## src/sv/rrtd_pkg.sv

```systemverilog
// Shared types and constants of the RLE RGB texel decoder.
package rrtd_pkg;

    localparam int TEXEL_W     = 24;
    localparam int COUNT_W     = 3;
    localparam int TAG_COUNT_W = 8;
    localparam int OUT_DATA_W  = 128;
    localparam int OUT_USER_W  = 2;

    // Result group size, clamped to the four texel slots of a result.
    localparam logic [COUNT_W-1:0] GROUP_SIZE = 3'd4;

    localparam int           TAG_RUN_BIT = 7;
    localparam logic [7:0]   COUNT_MASK  = 8'h7F;
    localparam logic [1:0]   LAST_BYTE   = 2'd2;

    // Byte address of the texel_total register.
    localparam logic [1:0]   ADDR_TEXEL_TOTAL = 2'd0;

    typedef enum logic [2:0] {
        ST_TAG,
        ST_RUN,
        ST_LIT,
        ST_SKIP,
        ST_EMIT
    } ctrl_state_t;

    typedef struct packed {
        logic load_tag;
        logic shift_byte;
        logic run_start;
        logic run_emit;
        logic lit_emit;
        logic skip_texel;
    } dp_cmd_t;

    typedef struct packed {
        logic tag_is_run;
        logic texel_done;
        logic left_last;
        logic lit_end;
        logic group_last;
        logic out_free;
    } dp_status_t;

endpackage

```

## src/sv/rrtd_ctrl.sv

```systemverilog
// Decode sequencer: tracks tag, run, literal and skip phases and run expansion.
module rrtd_ctrl
    import rrtd_pkg::*;
(
    input  logic       aclk,
    input  logic       aresetn,
    input  logic       s_tvalid,
    output logic       s_tready,
    input  dp_status_t status,
    output dp_cmd_t    cmd
);

    ctrl_state_t state_reg, state_next;
    logic        accept;

    assign s_tready = (state_reg != ST_EMIT) && status.out_free;
    assign accept   = s_tvalid && s_tready;

    always_ff @(posedge aclk) begin
        if (!aresetn) begin
            state_reg <= ST_TAG;
        end else begin
            state_reg <= state_next;
        end
    end

    always_comb begin
        state_next = state_reg;
        unique case (state_reg)
            ST_TAG: begin
                if (accept) begin
                    state_next = status.tag_is_run ? ST_RUN : ST_LIT;
                end
            end
            ST_RUN: begin
                if (accept && status.texel_done) begin
                    state_next = ST_EMIT;
                end
            end
            ST_LIT: begin
                if (accept && status.texel_done) begin
                    priority if (status.left_last) begin
                        state_next = ST_TAG;
                    end else if (status.lit_end) begin
                        state_next = ST_SKIP;
                    end else begin
                        state_next = ST_LIT;
                    end
                end
            end
            ST_SKIP: begin
                if (accept && status.texel_done && status.left_last) begin
                    state_next = ST_TAG;
                end
            end
            ST_EMIT: begin
                if (status.out_free && status.group_last) begin
                    state_next = ST_TAG;
                end
            end
            default: begin
                state_next = ST_TAG;
            end
        endcase
    end

    always_comb begin
        cmd = '0;
        unique case (state_reg)
            ST_TAG: begin
                cmd.load_tag = accept;
            end
            ST_RUN: begin
                cmd.shift_byte = accept && !status.texel_done;
                cmd.run_start  = accept && status.texel_done;
            end
            ST_LIT: begin
                cmd.shift_byte = accept && !status.texel_done;
                cmd.lit_emit   = accept && status.texel_done;
            end
            ST_SKIP: begin
                cmd.shift_byte = accept && !status.texel_done;
                cmd.skip_texel = accept && status.texel_done;
            end
            ST_EMIT: begin
                cmd.run_emit = status.out_free;
            end
            default: begin
                cmd = '0;
            end
        endcase
    end

    a_no_input_in_emit: assert property (@(posedge aclk) disable iff (!aresetn)
        (state_reg == ST_EMIT) |-> !s_tready)
        else $error("input accepted while a run is being expanded");

    a_one_command: assert property (@(posedge aclk) disable iff (!aresetn)
        $onehot0({cmd.load_tag, cmd.shift_byte, cmd.run_start, cmd.run_emit,
                  cmd.lit_emit, cmd.skip_texel}))
        else $error("more than one datapath command in a cycle");

    a_run_goes_to_emit: assert property (@(posedge aclk) disable iff (!aresetn)
        cmd.run_start |=> (state_reg == ST_EMIT))
        else $error("run color complete but no expansion started");

endmodule

```

## src/sv/rrtd_dpath.sv

```systemverilog
// Datapath: byte assembly, tag counters, texel position and the result register.
module rrtd_dpath
    import rrtd_pkg::*;
(
    input  logic                   aclk,
    input  logic                   aresetn,
    input  logic [7:0]             s_tdata,
    input  logic [TEXEL_W-1:0]     texel_total,
    input  dp_cmd_t                cmd,
    output dp_status_t             status,
    output logic                   m_tvalid,
    input  logic                   m_tready,
    output logic [OUT_DATA_W-1:0]  m_tdata,
    output logic                   m_tlast,
    output logic [OUT_USER_W-1:0]  m_tuser
);

    logic [15:0]            partial_reg, partial_next;
    logic [1:0]             byte_cnt_reg, byte_cnt_next;
    logic [TAG_COUNT_W-1:0] left_reg, left_next;
    logic [TAG_COUNT_W-1:0] run_left_reg, run_left_next;
    logic [TEXEL_W-1:0]     written_reg, written_next;
    logic                   cut_reg, cut_next;
    logic [TEXEL_W-1:0]     color_reg, color_next;

    logic                   m_valid_reg, m_valid_next;
    logic [TEXEL_W-1:0]     tex_reg [4];
    logic [TEXEL_W-1:0]     tex_next [4];
    logic [COUNT_W-1:0]     cnt_reg, cnt_next;
    logic [TEXEL_W-1:0]     first_reg, first_next;
    logic                   last_reg, last_next;
    logic                   end_reg, end_next;
    logic                   ovr_reg, ovr_next;

    logic [TEXEL_W-1:0]     total_eff;
    logic [TEXEL_W-1:0]     room;
    logic [TAG_COUNT_W-1:0] tag_count;
    logic [TEXEL_W-1:0]     color;
    logic [TEXEL_W:0]       lit_sum;
    logic                   lit_end;
    logic [COUNT_W-1:0]     grp_cnt;
    logic                   grp_last;
    logic [TEXEL_W-1:0]     grp_sum;
    logic                   grp_end;
    logic                   out_free;
    logic                   emit;

    assign total_eff = (texel_total == '0) ? 24'd1 : texel_total;
    // Texels still free in the table; one when the total was lowered mid-table.
    assign room      = (total_eff > written_reg) ? (total_eff - written_reg) : 24'd1;
    assign tag_count = (s_tdata & COUNT_MASK) + 8'd1;
    assign color     = {partial_reg, s_tdata};
    assign lit_sum   = {1'b0, written_reg} + 25'd1;
    assign lit_end   = lit_sum >= {1'b0, total_eff};
    assign grp_last  = run_left_reg <= {5'b0, GROUP_SIZE};
    assign grp_cnt   = grp_last ? run_left_reg[COUNT_W-1:0] : GROUP_SIZE;
    assign grp_sum   = written_reg + {21'b0, grp_cnt};
    assign grp_end   = grp_last && (grp_sum >= total_eff);
    assign out_free  = !m_valid_reg || m_tready;
    assign emit      = cmd.run_emit || cmd.lit_emit;

    always_comb begin
        status.tag_is_run = s_tdata[TAG_RUN_BIT];
        status.texel_done = byte_cnt_reg == LAST_BYTE;
        status.left_last  = left_reg <= 8'd1;
        status.lit_end    = lit_end;
        status.group_last = grp_last;
        status.out_free   = out_free;
    end

    always_comb begin
        partial_next  = partial_reg;
        byte_cnt_next = byte_cnt_reg;
        left_next     = left_reg;
        run_left_next = run_left_reg;
        written_next  = written_reg;
        cut_next      = cut_reg;
        color_next    = color_reg;

        if (cmd.load_tag) begin
            left_next     = tag_count;
            byte_cnt_next = '0;
            partial_next  = '0;
            cut_next      = s_tdata[TAG_RUN_BIT] ? 1'b0 : ({16'b0, tag_count} > room);
        end
        if (cmd.shift_byte) begin
            partial_next  = {partial_reg[7:0], s_tdata};
            byte_cnt_next = byte_cnt_reg + 2'd1;
        end
        if (cmd.run_start || cmd.lit_emit || cmd.skip_texel) begin
            partial_next  = '0;
            byte_cnt_next = '0;
        end
        if (cmd.run_start) begin
            color_next = color;
            left_next  = '0;
            // A cut run keeps only the texels left in the table, which fit in eight bits.
            if ({16'b0, left_reg} > room) begin
                cut_next      = 1'b1;
                run_left_next = room[TAG_COUNT_W-1:0];
            end else begin
                cut_next      = 1'b0;
                run_left_next = left_reg;
            end
        end
        if (cmd.run_emit) begin
            run_left_next = run_left_reg - {5'b0, grp_cnt};
            written_next  = grp_end ? '0 : grp_sum;
            if (grp_last) begin
                cut_next = 1'b0;
            end
        end
        if (cmd.lit_emit) begin
            written_next = lit_end ? '0 : lit_sum[TEXEL_W-1:0];
        end
        if (cmd.lit_emit || cmd.skip_texel) begin
            left_next = left_reg - 8'd1;
            if (left_reg <= 8'd1) begin
                left_next = '0;
                cut_next  = 1'b0;
            end
        end
    end

    always_comb begin
        m_valid_next = m_valid_reg;
        cnt_next     = cnt_reg;
        first_next   = first_reg;
        last_next    = last_reg;
        end_next     = end_reg;
        ovr_next     = ovr_reg;
        for (int i = 0; i < 4; i++) begin
            tex_next[i] = tex_reg[i];
        end

        if (m_tready) begin
            m_valid_next = 1'b0;
        end
        if (cmd.run_emit) begin
            m_valid_next = 1'b1;
            cnt_next     = grp_cnt;
            first_next   = written_reg;
            last_next    = grp_last;
            end_next     = grp_end;
            ovr_next     = cut_reg;
            for (int i = 0; i < 4; i++) begin
                tex_next[i] = (i < int'(grp_cnt)) ? color_reg : '0;
            end
        end else if (cmd.lit_emit) begin
            m_valid_next = 1'b1;
            cnt_next     = 3'd1;
            first_next   = written_reg;
            last_next    = 1'b1;
            end_next     = lit_end;
            ovr_next     = cut_reg;
            tex_next[0]  = color;
            for (int i = 1; i < 4; i++) begin
                tex_next[i] = '0;
            end
        end
    end

    always_ff @(posedge aclk) begin
        if (!aresetn) begin
            partial_reg  <= '0;
            byte_cnt_reg <= '0;
            left_reg     <= '0;
            run_left_reg <= '0;
            written_reg  <= '0;
            cut_reg      <= 1'b0;
            m_valid_reg  <= 1'b0;
        end else begin
            partial_reg  <= partial_next;
            byte_cnt_reg <= byte_cnt_next;
            left_reg     <= left_next;
            run_left_reg <= run_left_next;
            written_reg  <= written_next;
            cut_reg      <= cut_next;
            m_valid_reg  <= m_valid_next;
        end
    end

    always_ff @(posedge aclk) begin
        color_reg <= color_next;
        cnt_reg   <= cnt_next;
        first_reg <= first_next;
        last_reg  <= last_next;
        end_reg   <= end_next;
        ovr_reg   <= ovr_next;
        for (int i = 0; i < 4; i++) begin
            tex_reg[i] <= tex_next[i];
        end
    end

    assign m_tvalid = m_valid_reg;
    assign m_tdata  = {5'b0, first_reg, cnt_reg, tex_reg[3], tex_reg[2], tex_reg[1], tex_reg[0]};
    assign m_tlast  = last_reg;
    assign m_tuser  = {ovr_reg, end_reg};

    a_emit_needs_room: assert property (@(posedge aclk) disable iff (!aresetn)
        emit |-> out_free)
        else $error("result loaded over one not yet transferred");

    a_count_in_range: assert property (@(posedge aclk) disable iff (!aresetn)
        m_valid_reg |-> (cnt_reg != 3'd0 && cnt_reg <= GROUP_SIZE))
        else $error("result carries an impossible texel count");

    a_table_end_restarts: assert property (@(posedge aclk) disable iff (!aresetn)
        (cmd.run_emit && grp_end) |=> (written_reg == '0 && m_tuser[0]))
        else $error("table end did not restart the texel index");

    a_run_not_empty: assert property (@(posedge aclk) disable iff (!aresetn)
        cmd.run_emit |-> (run_left_reg != '0))
        else $error("run expansion with no texels left");

endmodule

```

## src/sv/rle_rgb_texel_decoder.sv

```systemverilog
// RLE decoder for 24-bit RGB texel tables, with its register port.
//
// Compressed bytes enter one per transfer on the s_ channel (s_tdata[7:0]).
// A tag byte with bit 7 set starts a run: three color bytes follow and the
// texel repeats count times. Otherwise count literal three-byte texels follow.
// Each result on the m_ channel carries up to four texels, their count and
// the table index of the first; m_tlast marks the last result of an input
// byte, m_tuser[0] the end of the table and m_tuser[1] a cut run or span.
// Register texel_total at byte address 0 sets the texels per table.
//
// Tag bytes and color bytes are taken at one per cycle. A literal texel's
// result is valid in the cycle after its third byte is transferred. A run of
// n texels yields ceil(n/4) results, up to 32, after its third color
// byte, loaded into the result register in turn; no byte is taken then.
// When the receiver stalls, the result register holds its transfer and no
// byte is taken while a result waits with m_tready low. Reset empties the
// result register, sets the total to one and restarts decoding at a tag byte
// with texel index zero.
module rle_rgb_texel_decoder
    import rrtd_pkg::*;
(
    input  logic                   aclk,
    input  logic                   aresetn,
    input  logic                   s_tvalid,
    output logic                   s_tready,
    input  logic [7:0]             s_tdata,  // [7:0] compressed_byte
    output logic                   m_tvalid,
    input  logic                   m_tready,
    // [23:0] texel_a, [47:24] texel_b, [71:48] texel_c, [95:72] texel_d,
    // [98:96] texel_valid_count, [122:99] first_texel_index, rest zero
    output logic [OUT_DATA_W-1:0]  m_tdata,
    output logic                   m_tlast,  // last_of_run
    output logic [OUT_USER_W-1:0]  m_tuser,  // [0] table_end, [1] overrun
    input  logic                   psel,
    input  logic                   penable,
    input  logic                   pwrite,
    input  logic [1:0]             paddr,
    input  logic [31:0]            pwdata,
    output logic [31:0]            prdata,
    output logic                   pready
);

    logic [TEXEL_W-1:0] total_reg, total_next;
    logic               cfg_write;
    dp_cmd_t            cmd;
    dp_status_t         status;

    assign pready    = 1'b1;
    assign cfg_write = psel && penable && pwrite && pready && (paddr == ADDR_TEXEL_TOTAL);
    assign total_next = cfg_write ? pwdata[TEXEL_W-1:0] : total_reg;
    assign prdata    = (paddr == ADDR_TEXEL_TOTAL) ? {8'b0, total_reg} : 32'b0;

    always_ff @(posedge aclk) begin
        if (!aresetn) begin
            total_reg <= 24'd1;
        end else begin
            total_reg <= total_next;
        end
    end

    rrtd_ctrl u_ctrl (
        .aclk     (aclk),
        .aresetn  (aresetn),
        .s_tvalid (s_tvalid),
        .s_tready (s_tready),
        .status   (status),
        .cmd      (cmd)
    );

    rrtd_dpath u_dpath (
        .aclk        (aclk),
        .aresetn     (aresetn),
        .s_tdata     (s_tdata),
        .texel_total (total_reg),
        .cmd         (cmd),
        .status      (status),
        .m_tvalid    (m_tvalid),
        .m_tready    (m_tready),
        .m_tdata     (m_tdata),
        .m_tlast     (m_tlast),
        .m_tuser     (m_tuser)
    );

endmodule

```

## config.mk

```make
export PLATFORM = sky130hd
export DESIGN_NAME = rle_rgb_texel_decoder
export DESIGN_NICKNAME = d
export VERILOG_FILES = /design/src/sv/rrtd_pkg.sv /design/src/sv/rrtd_ctrl.sv /design/src/sv/rrtd_dpath.sv /design/src/sv/rle_rgb_texel_decoder.sv
export SDC_FILE = /design/constraint.sdc
export NUM_CORES = 1
export LEC_CHECK = 0
export BUFFER_PORTS_ARGS = -buffer_cell sky130_fd_sc_hd__buf_2
export CAP_MARGIN = 20
export CELL_PAD_IN_SITES_DETAIL_PLACEMENT = 0
export CELL_PAD_IN_SITES_GLOBAL_PLACEMENT = 1
export CORE_MARGIN = 4
export CORE_UTILIZATION = 49
export CTS_BUF_LIST = sky130_fd_sc_hd__clkbuf_4
export DETAILED_ROUTE_END_ITERATION = 10
export PLACE_DENSITY_LB_ADDON = 0.25
export SYNTH_ARGS = -nofsm -noshare
export SYNTH_HDL_FRONTEND = slang
export SYNTH_SLANG_ARGS = --single-unit
export TNS_END_PERCENT = 20
```

## constraint.sdc

```tcl
create_clock -name aclk -period 17 [get_ports aclk]
set_input_delay 0.85 -clock aclk [delete_from_list [all_inputs] [get_ports aclk]]
set_output_delay 0.85 -clock aclk [all_outputs]
set_load 0.05 [all_outputs]
```

# == Word level (Yosys, flattened, before mapping) ==
# Memory sizes are Yosys's and may differ from the RTL's.
# Cells that the tools add are included.
# totals
reg_bits,141
mem_bits_rw,96
output_inout_bits,166
n_memories,1
# memory_table
memory,depth,width,rd,rd_clocked_by_memory_dff,write_ports,line_no,rtl
u_dpath.tex_reg,4,24,4,0,4,rrtd_dpath.sv:27,logic [TEXEL_W-1:0] tex_reg [4];
# op_classes
n_addsub,7
order_cmp,11
eq_ne,11
mux,61
bitwise_logic,1
reduce_logical,27
# op_table
cell,count
$mux W24,13
$mux W96,2
$mux W8,7
$gt A8 B24 Y1,2
$mux W16,2
$mux W3,9
$add A24 B1 Y25 const B,1
$ge A25 B24 Y1,1
$add A24 B3 Y24,1
$ge A24 B24 Y1,1
$gt A24 B24 Y1,1
$logic_not A24 Y1,1
$mux W1,24
$sub A24 B24 Y24,1
$pmux W3 S5,1
$logic_and A1 B1 Y1,10
$ne A2 B1 Y1 const B,5
$add A7 B1 Y8 const B,1
$le A8 B1 Y1 const B,1
$le A8 B3 Y1 const B,1
$sub A8 B1 Y8 const B,1
$sub A8 B3 Y8,1
$eq A3 B2 Y1 const B,2
$lt A1 B3 Y1 const A,2
17 further kinds,27

# == Depth between registers and ports, before layout ==
# Gate-level depths: netlist of the first run.
# depth
depth_word,12
depth_mapped,27
ltp_nobuf,26

# == Modules after synthesis ==
# Synthesis of the first run repeated with hierarchy kept, for this count alone.
# hier_totals
hier_cells,1548
area_unflattened_um2,14358.8
# modules_own_cells
mod,instances,cells_each,area_per_inst_um2,seq_area_each_um2
rrtd_dpath,1,1376,12877.4,5705.5
rle_rgb_texel_decoder,1,144,1233.7,480.5
rrtd_ctrl,1,28,247.7,60.1

# == Least setup slack after synthesis of the first run ==
# Ideal clock, no wire load.
# synth_timing
path_kind,input-to-reg
start,in m_tready
end,reg u_dpath.written_reg[0]
setup_time_ns,0.134
t_arrival_ns,6.106
required_time_ns,16.866
slack_ns,10.760
stages,10
path_buffers,1
path_cell_list,nand2b_1 -> nand3b_1 -> nor2_1 -> and3_1 -> nor2_1 -> inv_1 -> clkbuf_1 -> o221ai_1 -> o21ai_0 -> nor2_1
# synth_via
elab_chain_cells,6
elab_cells_between_ends,8
# synth_lines
element,line_no,rtl
start: declaration,rle_rgb_texel_decoder.sv:28,"input logic m_tready,"
$logic_or A1 B1 Y1 *,rrtd_dpath.sv:59,assign out_free = !m_valid_reg || m_tready;
$logic_and A1 B1 Y1,rrtd_ctrl.sv:16,assign s_tready = (state_reg != ST_EMIT) && status.out_free;
$logic_and A1 B1 Y1,rrtd_ctrl.sv:17,assign accept = s_tvalid && s_tready;
$logic_and A1 B1 Y1,rrtd_ctrl.sv:79,cmd.lit_emit = accept && status.texel_done;
$mux W1,rrtd_ctrl.sv:69,unique case (state_reg)
$mux W24 or $reduce_bool A2 Y1 (tied branches),n/a,
end signal: assignment,rrtd_dpath.sv:177,written_reg <= written_next;
end: declaration,rrtd_dpath.sv:22,"logic [TEXEL_W-1:0] written_reg, written_next;"
# Every way passes the cells marked *; elsewhere a longest branch is shown, timed or not.
# A chain may end at the register's enable or synchronous reset.

# == Worst setup path in the final report of the first run ==
# layout_timing
start,reg u_dpath.run_left_reg[4]
end,reg u_dpath.written_reg[2]
# layout_via
elab_chain_cells,8
# layout_lines
element,line_no,rtl
start: declaration,rrtd_dpath.sv:21,"logic [TAG_COUNT_W-1:0] run_left_reg, run_left_next;"
start signal: assignment,rrtd_dpath.sv:176,run_left_reg <= run_left_next;
$le A8 B3 Y1 *,rrtd_dpath.sv:55,"assign grp_last = run_left_reg <= {5'b0, GROUP_SIZE};"
$mux W3 *,rrtd_dpath.sv:56,assign grp_cnt = grp_last ? run_left_reg[COUNT_W-1:0] : GROUP_SIZE;
named net u_dpath.grp_cnt[2],rrtd_dpath.sv:41,logic [COUNT_W-1:0] grp_cnt;
$add A24 B3 Y24 *,rrtd_dpath.sv:57,"assign grp_sum = written_reg + {21'b0, grp_cnt};"
$ge A24 B24 Y1,rrtd_dpath.sv:58,assign grp_end = grp_last && (grp_sum >= total_eff);
$logic_and A1 B1 Y1,rrtd_dpath.sv:58,
$mux W24 *,rrtd_dpath.sv:108,written_next = grp_end ? '0 : grp_sum;
$mux W24 *,rrtd_dpath.sv:106,if (cmd.run_emit) begin
$mux W24 *,rrtd_dpath.sv:113,if (cmd.lit_emit) begin
# The timed path passes the listed nets; every way through them passes the cells marked *. The select of a mux whose other input is x is not followed.

==> results.json, run 1 <==
{
  "status": "completed",
  "fin_crit_sh": 0.375,
  "p_leak_uw": 0.00598,
  "synth_mux_area_frac": 0.00618,
  "path_cells": "or2_2, nor4_2, nor2b_2, buf_4, inv_1, ha_1, a21oi_1, nor3_1, inv_1, nor3_2, nand3_1, xnor2_1, ha_1, nand4_1, nor4_1, a221oi_1, o21ai_2, nor2_1, a21oi_1, a21oi_1",
  "track_usage": 0.251,
  "cts_tree": "done",
  "drv_slew": 0,
  "setup.worst_path.start_class": "flop",
  "synth_xor_area_frac": 0.0387,
  "clock-root-buffer": "clkbuf_4",
  "vias": 11700,
  "cts-hold-fix-buffers": 0,
  "via_per_inst": 5.65,
  "cts_made_buffers": 60,
  "cp_slowest_cell": "o21ai_2",
  "core_area_mm2": 0.0271,
  "drt_wl_total_um": 39300,
  "critPathMaxStageDelay_ns": 0.86,
  "dieArea_mm2": 0.0304,
  "startpoint": "u_dpath.run_left_reg[4]$_SDFFE_PN0P_",
  "power_density_mw_per_mm2": 79.8,
  "synth_flop_cell": "edfxtp_1",
  "tns_ns": 0,
  "worst_pin_slew_ns": 1.06,
  "initial_utilization": 0.501,
  "rsz0062_at_grt": "no",
  "worstPathArrival_ns": 6.95,
  "place_congestion": 0.915,
  "crit_type": "flop to flop",
  "drive_gt1_frac": 0.201,
  "endpoint": "u_dpath.written_reg[2]$_SDFFE_PN0P_",
  "cts_resized": 0,
  "area_growth_pct": 14.6,
  "postSynthCellCount": 1476,
  "cpMostUsedCell": "a21oi_1",
  "synth_top_cell_by_area": "edfxtp_1",
  "synth_warnings": 0,
  "path_buf_inv": 3,
  "synth-edff-count": 150,
  "antenna_found_initial": 1,
  "ys_seq_area_frac": 0.460,
  "die_h_um": 174,
  "synth-compound-area-share": 0.153,
  "drc_errors": 0,
  "grt_pass1_wl_um": 61200,
  "power_uw": 1240,
  "synth_commonest_cells": "nand2_1, edfxtp_1, nor2_1",
  "htree_levels": 2,
  "cts_setup_buffers": 0,
  "reg2regPathDepth": 20,
  "clock-skew-final_ns": 0.0229,
  "r2r_slack_ns": 10.62,
  "ant_nets": 0,
  "grt_max_degree": 75,
  "synth_fa_ha_area_frac": 0.0933,
  "worstHoldPathType": "input port to flop",
  "io_pins": 215,
  "critPathCaptureType": "flop",
  "finalSetupViolations": 0,
  "drv_cap": 0,
  "synth_top_family_by_area": "simple AND/OR/NAND/NOR gates",
  "synth_area_per_cell_um2": 9.19,
  "cp_top_family": "simple AND/OR/NAND/NOR gates",
  "synthTopCellsByArea": "edfxtp_1, dfxtp_1, ha_1, nand2_1, nor2_1",
  "relSlewSlack": 0.294,
  "rows": 60,
  "synth_area_mm2": 0.0136,
  "ys_ff_latch": 237,
  "synth_top_area_frac": 0.332,
  "clkTransAtPathRegs_ns": 0.08,
  "first_pass_iters": 6,
  "yosys.area_share.simple": 0.190,
  "hold_viol_final": 0,
  "fin_nets": 1798,
  "ir_drop_mv": 0.0445,
  "async_flop_share": 0,
  "min_period_ns": 6.38,
  "hpwl_um": 29100,
  "worstReg2RegEnd": "u_dpath.written_reg[2]$_SDFFE_PN0P_",
  "clk_latency_ns": 0.70,
  "die_x_um": 174,
  "grt_pass1_vias": 11000,
  "synth_most_common_cell": "nand2_1",
  "worst-path-stages": 20,
  "clock_sinks": 237,
  "fin_hold_ws_ns": 0.385,
  "port_buffers": 192,
  "synth.distinct_cells": 77,
  "max-clock-path-buffers": 3,
  "grt_overflow": 0,
  "fmax_mhz": 157,
  "fillCellCount": 2487,
  "wl_per_cell_um": 19.0,
  "drt_iter0_markers": 1095,
  "r2r-start": "u_dpath.run_left_reg[4]$_SDFFE_PN0P_",
  "largest_reg_flops": 96,
  "crit_fanout": 28,
  "required_ns": 17.57
}
layout by cell type (no fill, tap or decap), types with 4 or more instances in the layout:
cell	instances
nand2_1	179
nor2b_1	9
inv_1	75
xnor2_1	51
and3_1	9
nor3_2	4
a221oi_1	14
clkinv_1	9
o21bai_1	4
o2111ai_1	4
conb_1	15
o211ai_1	11
buf_2	192
clkbuf_4	99
o21ai_0	75
buf_4	12
a21o_1	19
a21oi_1	102
dfxtp_1	87
nand3_1	47
o211a_1	4
or3_1	6
xor2_1	9
and2_1	5
mux2i_1	5
o21a_1	14
ha_1	98
nand4_1	33
nor2_1	141
nor4_1	22
and4_1	4
nand2b_1	27
a31oi_1	19
o221ai_1	5
o22ai_1	10
edfxtp_1	150
a211oi_1	8
nor3_1	48
clkinv_2	5
cells by family (layout without fill, tap and decap cells):
kind of cell	Yosys count	count (layout)
compound gates	330	330
xor+xnor	60	60
fa+ha+maj	100	100
buf+inv	188	399
flops	237	237
mux	8	8
other cells	2	16
simple gates	551	551
through the flow:
step | instances | setup slack [ns] | area (µm²) | utilization
after floorplan | 1489 | 10.76 | 13600 | -
after global placement | 1957 | 10.77 | 14700 | 0.542
after detailed placement | 1957 | 10.72 | 14700 | 0.542
after CTS | 2070 | 10.67 | 15500 | 0.572
after global routing | 2073 | 10.02 | 15600 | 0.574
final | 2073 | 10.62 | 15600 | 0.574
worst min path at each step:
| stage | startpoint | end | slack (ns) | cells past startpoint |
|---|---|---|---|---|
| after floorplan | u_dpath.written_reg[18]$_SDFFE_PN0P_ | u_dpath.first_reg[18]$_DFFE_PP_ | 0.41 | 0 |
| after global placement | u_dpath.partial_reg[14]$_SDFFE_PP0P_ | u_dpath.color_reg[22]$_DFFE_PP_ | 0.44 | 0 |
| after detailed placement | u_dpath.cut_reg$_SDFF_PN0_ | u_dpath.ovr_reg$_DFFE_PP_ | 0.44 | 0 |
| after CTS | pwdata[2] | total_reg[2]$_SDFFE_PN0P_ | 0.32 | 3 |
| after global routing | pwdata[4] | total_reg[4]$_SDFFE_PN0P_ | 0.34 | 3 |
| final | pwdata[5] | total_reg[5]$_SDFFE_PN0P_ | 0.39 | 3 |
power breakdown:
group | total, µW | switching, µW | leakage (µW) | internal, µW
sequential | 617 | 6.49 | 0.00204 | 610
clock | 501 | 236 | 0.000500 | 265
combinational | 122 | 79.4 | 0.00345 | 42.6
total | 1240 | 322 | 0.00598 | 918
worst register-to-register path, cell delays in order, from the launching register on:
cell and delay (ns):
dfxtp_1 0.34, or2_2 0.33, nor4_2 0.45, nor2b_2 0.24, buf_4 0.32, inv_1 0.18
ha_1 0.37, a21oi_1 0.15, nor3_1 0.46, inv_1 0.21, nor3_2 0.46, nand3_1 0.17
xnor2_1 0.18, ha_1 0.32, nand4_1 0.10, nor4_1 0.32, a221oi_1 0.18, o21ai_2 0.86
nor2_1 0.32, a21oi_1 0.21, a21oi_1 0.07
final cells by class:
| cell class | instances | area (µm²) | area share |
|---|---|---|---|
| Tap cell | 372 | 465 | 0.0299 |
| Timing Repair Buffer | 206 | 1090 | 0.0698 |
| Inverter | 80 | 303 | 0.0195 |
| Antenna cell | 1 | 2.50 | 0.000161 |
| Multi-Input combinational cell | 1064 | 6620 | 0.426 |
| Clock inverter | 14 | 81.3 | 0.00523 |
| Sequential cell | 237 | 6250 | 0.402 |
| Clock buffer | 99 | 743 | 0.0478 |
metal layers:
layer,vias up,routed length [µm],GRT usage
met1,5509,18000,0.370
met3,54,3420,0.0559
met2,477,17000,0.370
li1,5668,-,-
met5,-,0,0
met4,0,877,0.0716
Power figures use the tool's default switching activity.
==> run 2, diff against run 1 <==
Settings changed: CORE_UTILIZATION 49 to 45.
Clock period 17 ns to 6.3 ns, I/O delays scaled along.
==> results.json, run 2 (same netlist as run 1, synthesis figures left out) <==
{
  "status": "completed",
  "grt_pass1_wl_um": 62900,
  "die_h_um": 182,
  "grt_pass1_vias": 11400,
  "ir_drop_mv": 0.0992,
  "drv_cap": 0,
  "clk_latency_ns": 0.74,
  "pwr-share-clk": 0.392,
  "cts_tree": "done",
  "finalSetupViolations": 0,
  "setup.worst_path.start_class": "flop",
  "worstPathArrival_ns": 6.22,
  "clkTransAtPathRegs_ns": 0.07,
  "dieArea_mm2": 0.0330,
  "max-clock-path-buffers": 3,
  "port_buffers": 192,
  "required_ns": 6.94,
  "area_growth_pct": 17.4,
  "fin_nets": 1838,
  "place_congestion": 0.951,
  "fin_util": 0.536,
  "power_density_mw_per_mm2": 208,
  "comb_power_share": 0.106,
  "largest_reg_flops": 96,
  "p_leak_uw": 0.00612,
  "grt_overflow": 0,
  "placed_cells": 1982,
  "min_period_ns": 5.58,
  "cts_made_buffers": 59,
  "p_switching_uw": 878,
  "clock-root-buffer": "clkbuf_4",
  "rows": 63,
  "via_per_inst": 5.62,
  "crit_type": "flop to flop",
  "htree_levels": 2,
  "drive_gt1_frac": 0.194,
  "final_cells": 2129,
  "drv_slew": 0,
  "vias": 12000,
  "internal-power_uw": 2440,
  "hold_viol_final": 0,
  "ant_nets": 0,
  "tns_ns": 0,
  "power_uw": 3320,
  "die_x_um": 182,
  "core_area_mm2": 0.0297,
  "seqPwrFrac": 0.502,
  "cts_resized": 0,
  "io_pins": 215,
  "antenna_found_initial": 1,
  "switching_share": 0.265,
  "grt_max_degree": 107,
  "drt_wl_total_um": 40300,
  "worstHoldPathType": "input port to flop",
  "final_cell_mix": "buf_2, nand2_1, edfxtp_1",
  "wl_per_cell_um": 18.9,
  "track_usage": 0.235,
  "cts_setup_buffers": 0,
  "first_pass_iters": 5,
  "relSlewSlack": 0.367,
  "cts-hold-fix-buffers": 34,
  "worst_pin_slew_ns": 0.948,
  "critPathCaptureType": "flop",
  "drt_iter0_markers": 1098,
  "crit_fanout": 7,
  "final_common_cell": "buf_2",
  "initial_utilization": 0.457,
  "clock-skew-final_ns": 0.0548,
  "fin_crit_sh": 0.886,
  "fmax_mhz": 179,
  "drc_errors": 0,
  "hpwl_um": 29700,
  "rsz0062_at_grt": "no",
  "clock_sinks": 237
}
-- run 2: area by class of cell --
class | instances | area [µm²]
fill | 2760 | 13800
multi-input combinational | 1064 | 6630
sequential | 237 | 6250
timing repair buffer | 247 | 1490
clock buffer | 90 | 676
tap | 390 | 488
inverter | 80 | 305
clock inverter | 20 | 101
antenna | 1 | 2.50
-- run 2: power groups by stage --
stage / Sequential (µW) / Clock, µW / Combinational, µW
after floorplan: 1700 / 0 / 242
after global routing: 1670 / 1430 / 386
after detailed placement: 1700 / 0 / 330
after global placement: 1700 / 0 / 328
after CTS: 1660 / 1340 / 349
final: 1660 / 1300 / 351
-- run 2: final timing paths --
kind | slack, ns | cells past startpoint | endpoint | start
worst min register to register | 0.45 | 0 | u_dpath.ovr_reg$_DFFE_PP_ | u_dpath.cut_reg$_SDFF_PN0_
worst max register to register | 0.72 | 27 | u_dpath.run_left_reg[3]$_SDFFE_PN0P_ | total_reg[9]$_SDFFE_PN0P_
worst min-delay path | 0.09 | 4 | u_ctrl.state_reg[2]$_SDFFE_PN0P_ | m_tready
worst max-delay path | 0.72 | 27 | u_dpath.run_left_reg[3]$_SDFFE_PN0P_ | total_reg[9]$_SDFFE_PN0P_
-- run 2: stage by stage --
stage                     setup slack, ns  hold WS, ns  cell area [µm²]
after CTS                           0.691       0.0299            15900
after detailed placement            0.722        0.448            14800
final                               0.717       0.0870            15900
after global routing                0.265       0.0617            15900
after floorplan                     0.381        0.406            13600
after global placement              0.805        0.442            14800
-- run 2: critical path, cell delays in order (launching register included) --
cell	delay, ns
dfxtp_1	0.46
nor4_1	0.13
nand4_1	0.11
nor2_1	0.05
or2_2	0.32
inv_1	0.07
ha_1	0.15
inv_1	0.05
fa_1	0.43
a211oi_2	0.29
nor3_2	0.11
o2111ai_1	0.20
nand2_1	0.14
a2111oi_0	0.50
nor3_2	0.16
nand2_1	0.16
ha_1	0.26
nor2b_1	0.13
o21a_1	0.16
o21a_1	0.16
o211ai_1	0.14
a21boi_0	0.10
o31ai_1	0.19
buf_4	0.18
or2_0	0.32
nand2_1	0.09
mux2_2	0.28
a21oi_1	0.14
-- run 2: layer usage --
layer,up-vias,GRT usage,part of all wire
li1,5749,-,-
met1,5624,0.343,0.46
met2,533,0.361,0.43
met3,50,0.0483,0.088
met4,0,0.0564,0.015
met5,-,0,0
==> run 3, diff against run 2 <==
Settings changed: PLACE_DENSITY set to 0.89, PLACE_DENSITY_LB_ADDON 0.25 to unset.
==> results.json, run 3 (same netlist as run 1, synthesis figures left out) <==
{
  "rsz0062_at_grt": "no",
  "switching_share": 0.264,
  "io_pins": 215,
  "initial_utilization": 0.457,
  "area_growth_pct": 17.5,
  "clock-root-buffer": "clkbuf_4",
  "dieArea_mm2": 0.0330,
  "drc_errors": 0,
  "p_switching_uw": 877,
  "fillCellCount": 2687,
  "crit_type": "flop to flop",
  "min_period_ns": 5.72,
  "place_congestion": 0.920,
  "hold_depth": 3,
  "die_x_um": 182,
  "grt_max_degree": 56,
  "hold_viol_final": 0,
  "finalSetupViolations": 0,
  "setup.worst_path.start_class": "flop",
  "fmax_mhz": 175,
  "place_ws_ns": 0.678,
  "grt_overflow": 0,
  "worstHoldPathType": "input port to flop",
  "r2r-start": "total_reg[1]$_SDFFE_PN0P_",
  "cts_tree": "done",
  "clkTransAtPathRegs_ns": 0.07,
  "die_h_um": 182,
  "fin_util": 0.536,
  "hp-start": "aresetn",
  "multiInputGateArea_mm2": 0.00663,
  "cts_made_buffers": 61,
  "min_to": "u_dpath.run_left_reg[5]$_SDFFE_PN0P_",
  "pwr-share-clk": 0.393,
  "r2r_slack_ns": 0.58,
  "rows": 63,
  "dpl_cell_area_mm2": 0.0147,
  "tns_ns": 0,
  "max-clock-path-buffers": 3,
  "vias": 12100,
  "htree_levels": 2,
  "cts_resized": 0,
  "worstPathArrival_ns": 6.35,
  "drv_cap": 0,
  "power_density_mw_per_mm2": 208,
  "core_area_mm2": 0.0297,
  "clock-skew-final_ns": 0.0503,
  "grt_pass1_wl_um": 62400,
  "final_common_cell": "buf_2",
  "required_ns": 6.92,
  "antenna_found_initial": 1,
  "p_leak_uw": 0.00612,
  "final_cell_mix": "buf_2, nand2_1, edfxtp_1",
  "clock_sinks": 237,
  "crit_fanout": 10,
  "worst_pin_slew_ns": 0.974,
  "first_pass_iters": 5,
  "critPathCaptureType": "flop",
  "relSlewSlack": 0.347,
  "comb_power_share": 0.105,
  "seqPwrFrac": 0.501,
  "cts_setup_buffers": 0,
  "layout_setup_ws_ns": 0.579,
  "drt_wl_total_um": 40100,
  "drt_iter0_markers": 1027,
  "fin_nets": 1838,
  "largest_reg_flops": 96,
  "clk_latency_ns": 0.74,
  "drive_gt1_frac": 0.194,
  "hpwl_um": 29200,
  "port_buffers": 192,
  "seqCellArea_mm2": 0.00625,
  "finalInstanceArea_mm2": 0.0159,
  "track_usage": 0.234,
  "status": "completed",
  "via_per_inst": 5.68,
  "fin_crit_sh": 0.908,
  "drv_slew": 0,
  "worstReg2RegEnd": "u_dpath.run_left_reg[3]$_SDFFE_PN0P_",
  "reg2regPathDepth": 26,
  "wl_per_cell_um": 18.8,
  "internal-power_uw": 2450,
  "ir_drop_mv": 0.104,
  "ant_nets": 0,
  "fin_hold_ws_ns": 0.0660,
  "grt_pass1_vias": 11300
}
run 3: power by group through the flow:
| stage | clock (µW) | sequential (µW) | combinational [µW] |
|---|---|---|---|
| after floorplan | 0 | 1700 | 242 |
| after global placement | 0 | 1700 | 320 |
| after detailed placement | 0 | 1700 | 324 |
| after CTS | 1340 | 1660 | 343 |
| after global routing | 1430 | 1670 | 381 |
| final | 1310 | 1670 | 350 |
run 3: routing by layer:
metal | vias to the layer above | share of wire | GRT usage
met5 | - | 0 | 0
met2 | 538 | 0.45 | 0.361
met4 | 0 | 0.025 | 0.0733
met3 | 73 | 0.080 | 0.0413
li1 | 5762 | - | -
met1 | 5721 | 0.45 | 0.338
run 3: through the flow:
step / instances / total power [µW]
global route: 2131 / 3470
floorplan: 1489 / 1940
global placement: 1977 / 2020
finish: 2131 / 3320
detailed placement: 1977 / 2020
CTS: 2123 / 3350
run 3: cell type report:
class | instances | area share
clock inverter | 20 | 0.00644
tap | 390 | 0.0306
antenna | 4 | 0.000628
timing repair buffer | 245 | 0.0930
clock buffer | 91 | 0.0429
inverter | 80 | 0.0190
multi-input combinational | 1064 | 0.416
sequential | 237 | 0.392
run 3: worst max path at each step:
| stage | startpoint | endpoint | slack [ns] | cells past startpoint |
|---|---|---|---|---|
| 2_1_floorplan | u_dpath.m_tvalid$_SDFFE_PN0P_ | u_dpath.written_reg[0]$_SDFFE_PN0P_ | 0.38 | 10 |
| 3_3_place_gp | total_reg[1]$_SDFFE_PN0P_ | u_dpath.run_left_reg[1]$_SDFFE_PN0P_ | 0.75 | 26 |
| 3_5_place_dp | total_reg[1]$_SDFFE_PN0P_ | u_dpath.run_left_reg[3]$_SDFFE_PN0P_ | 0.68 | 26 |
| 4_1_cts | total_reg[1]$_SDFFE_PN0P_ | u_dpath.run_left_reg[3]$_SDFFE_PN0P_ | 0.63 | 26 |
| 5_1_grt | u_dpath.run_left_reg[4]$_SDFFE_PN0P_ | u_dpath.written_reg[12]$_SDFFE_PN0P_ | 0.16 | 21 |
| 6_report | total_reg[1]$_SDFFE_PN0P_ | u_dpath.run_left_reg[3]$_SDFFE_PN0P_ | 0.58 | 26 |
run 3: worst max-delay path, cell delays in order (launching register included):
cell       delay [ns]
dfxtp_1          0.49
nor4_1           0.09
nand4_1          0.13
nor2_1           0.05
or2_2            0.30
inv_1            0.07
ha_1             0.16
inv_1            0.06
fa_1             0.43
a211oi_2         0.27
nor3_2           0.11
o2111ai_1        0.18
nand2_1          0.13
a2111oi_0        0.61
nor3_2           0.25
nand2_1          0.20
ha_1             0.26
nor2b_1          0.14
o21a_1           0.16
o21a_1           0.16
o211ai_1         0.16
a21boi_0         0.11
o31ai_1          0.27
or2_0            0.33
nand2_1          0.10
mux2_2           0.28
a21oi_1          0.13
run 3: repair_timing:
action                                  CTS  global route
endpoints found under the setup margin    0             0
endpoints found under the hold margin    47             0
hold buffers                             35             0
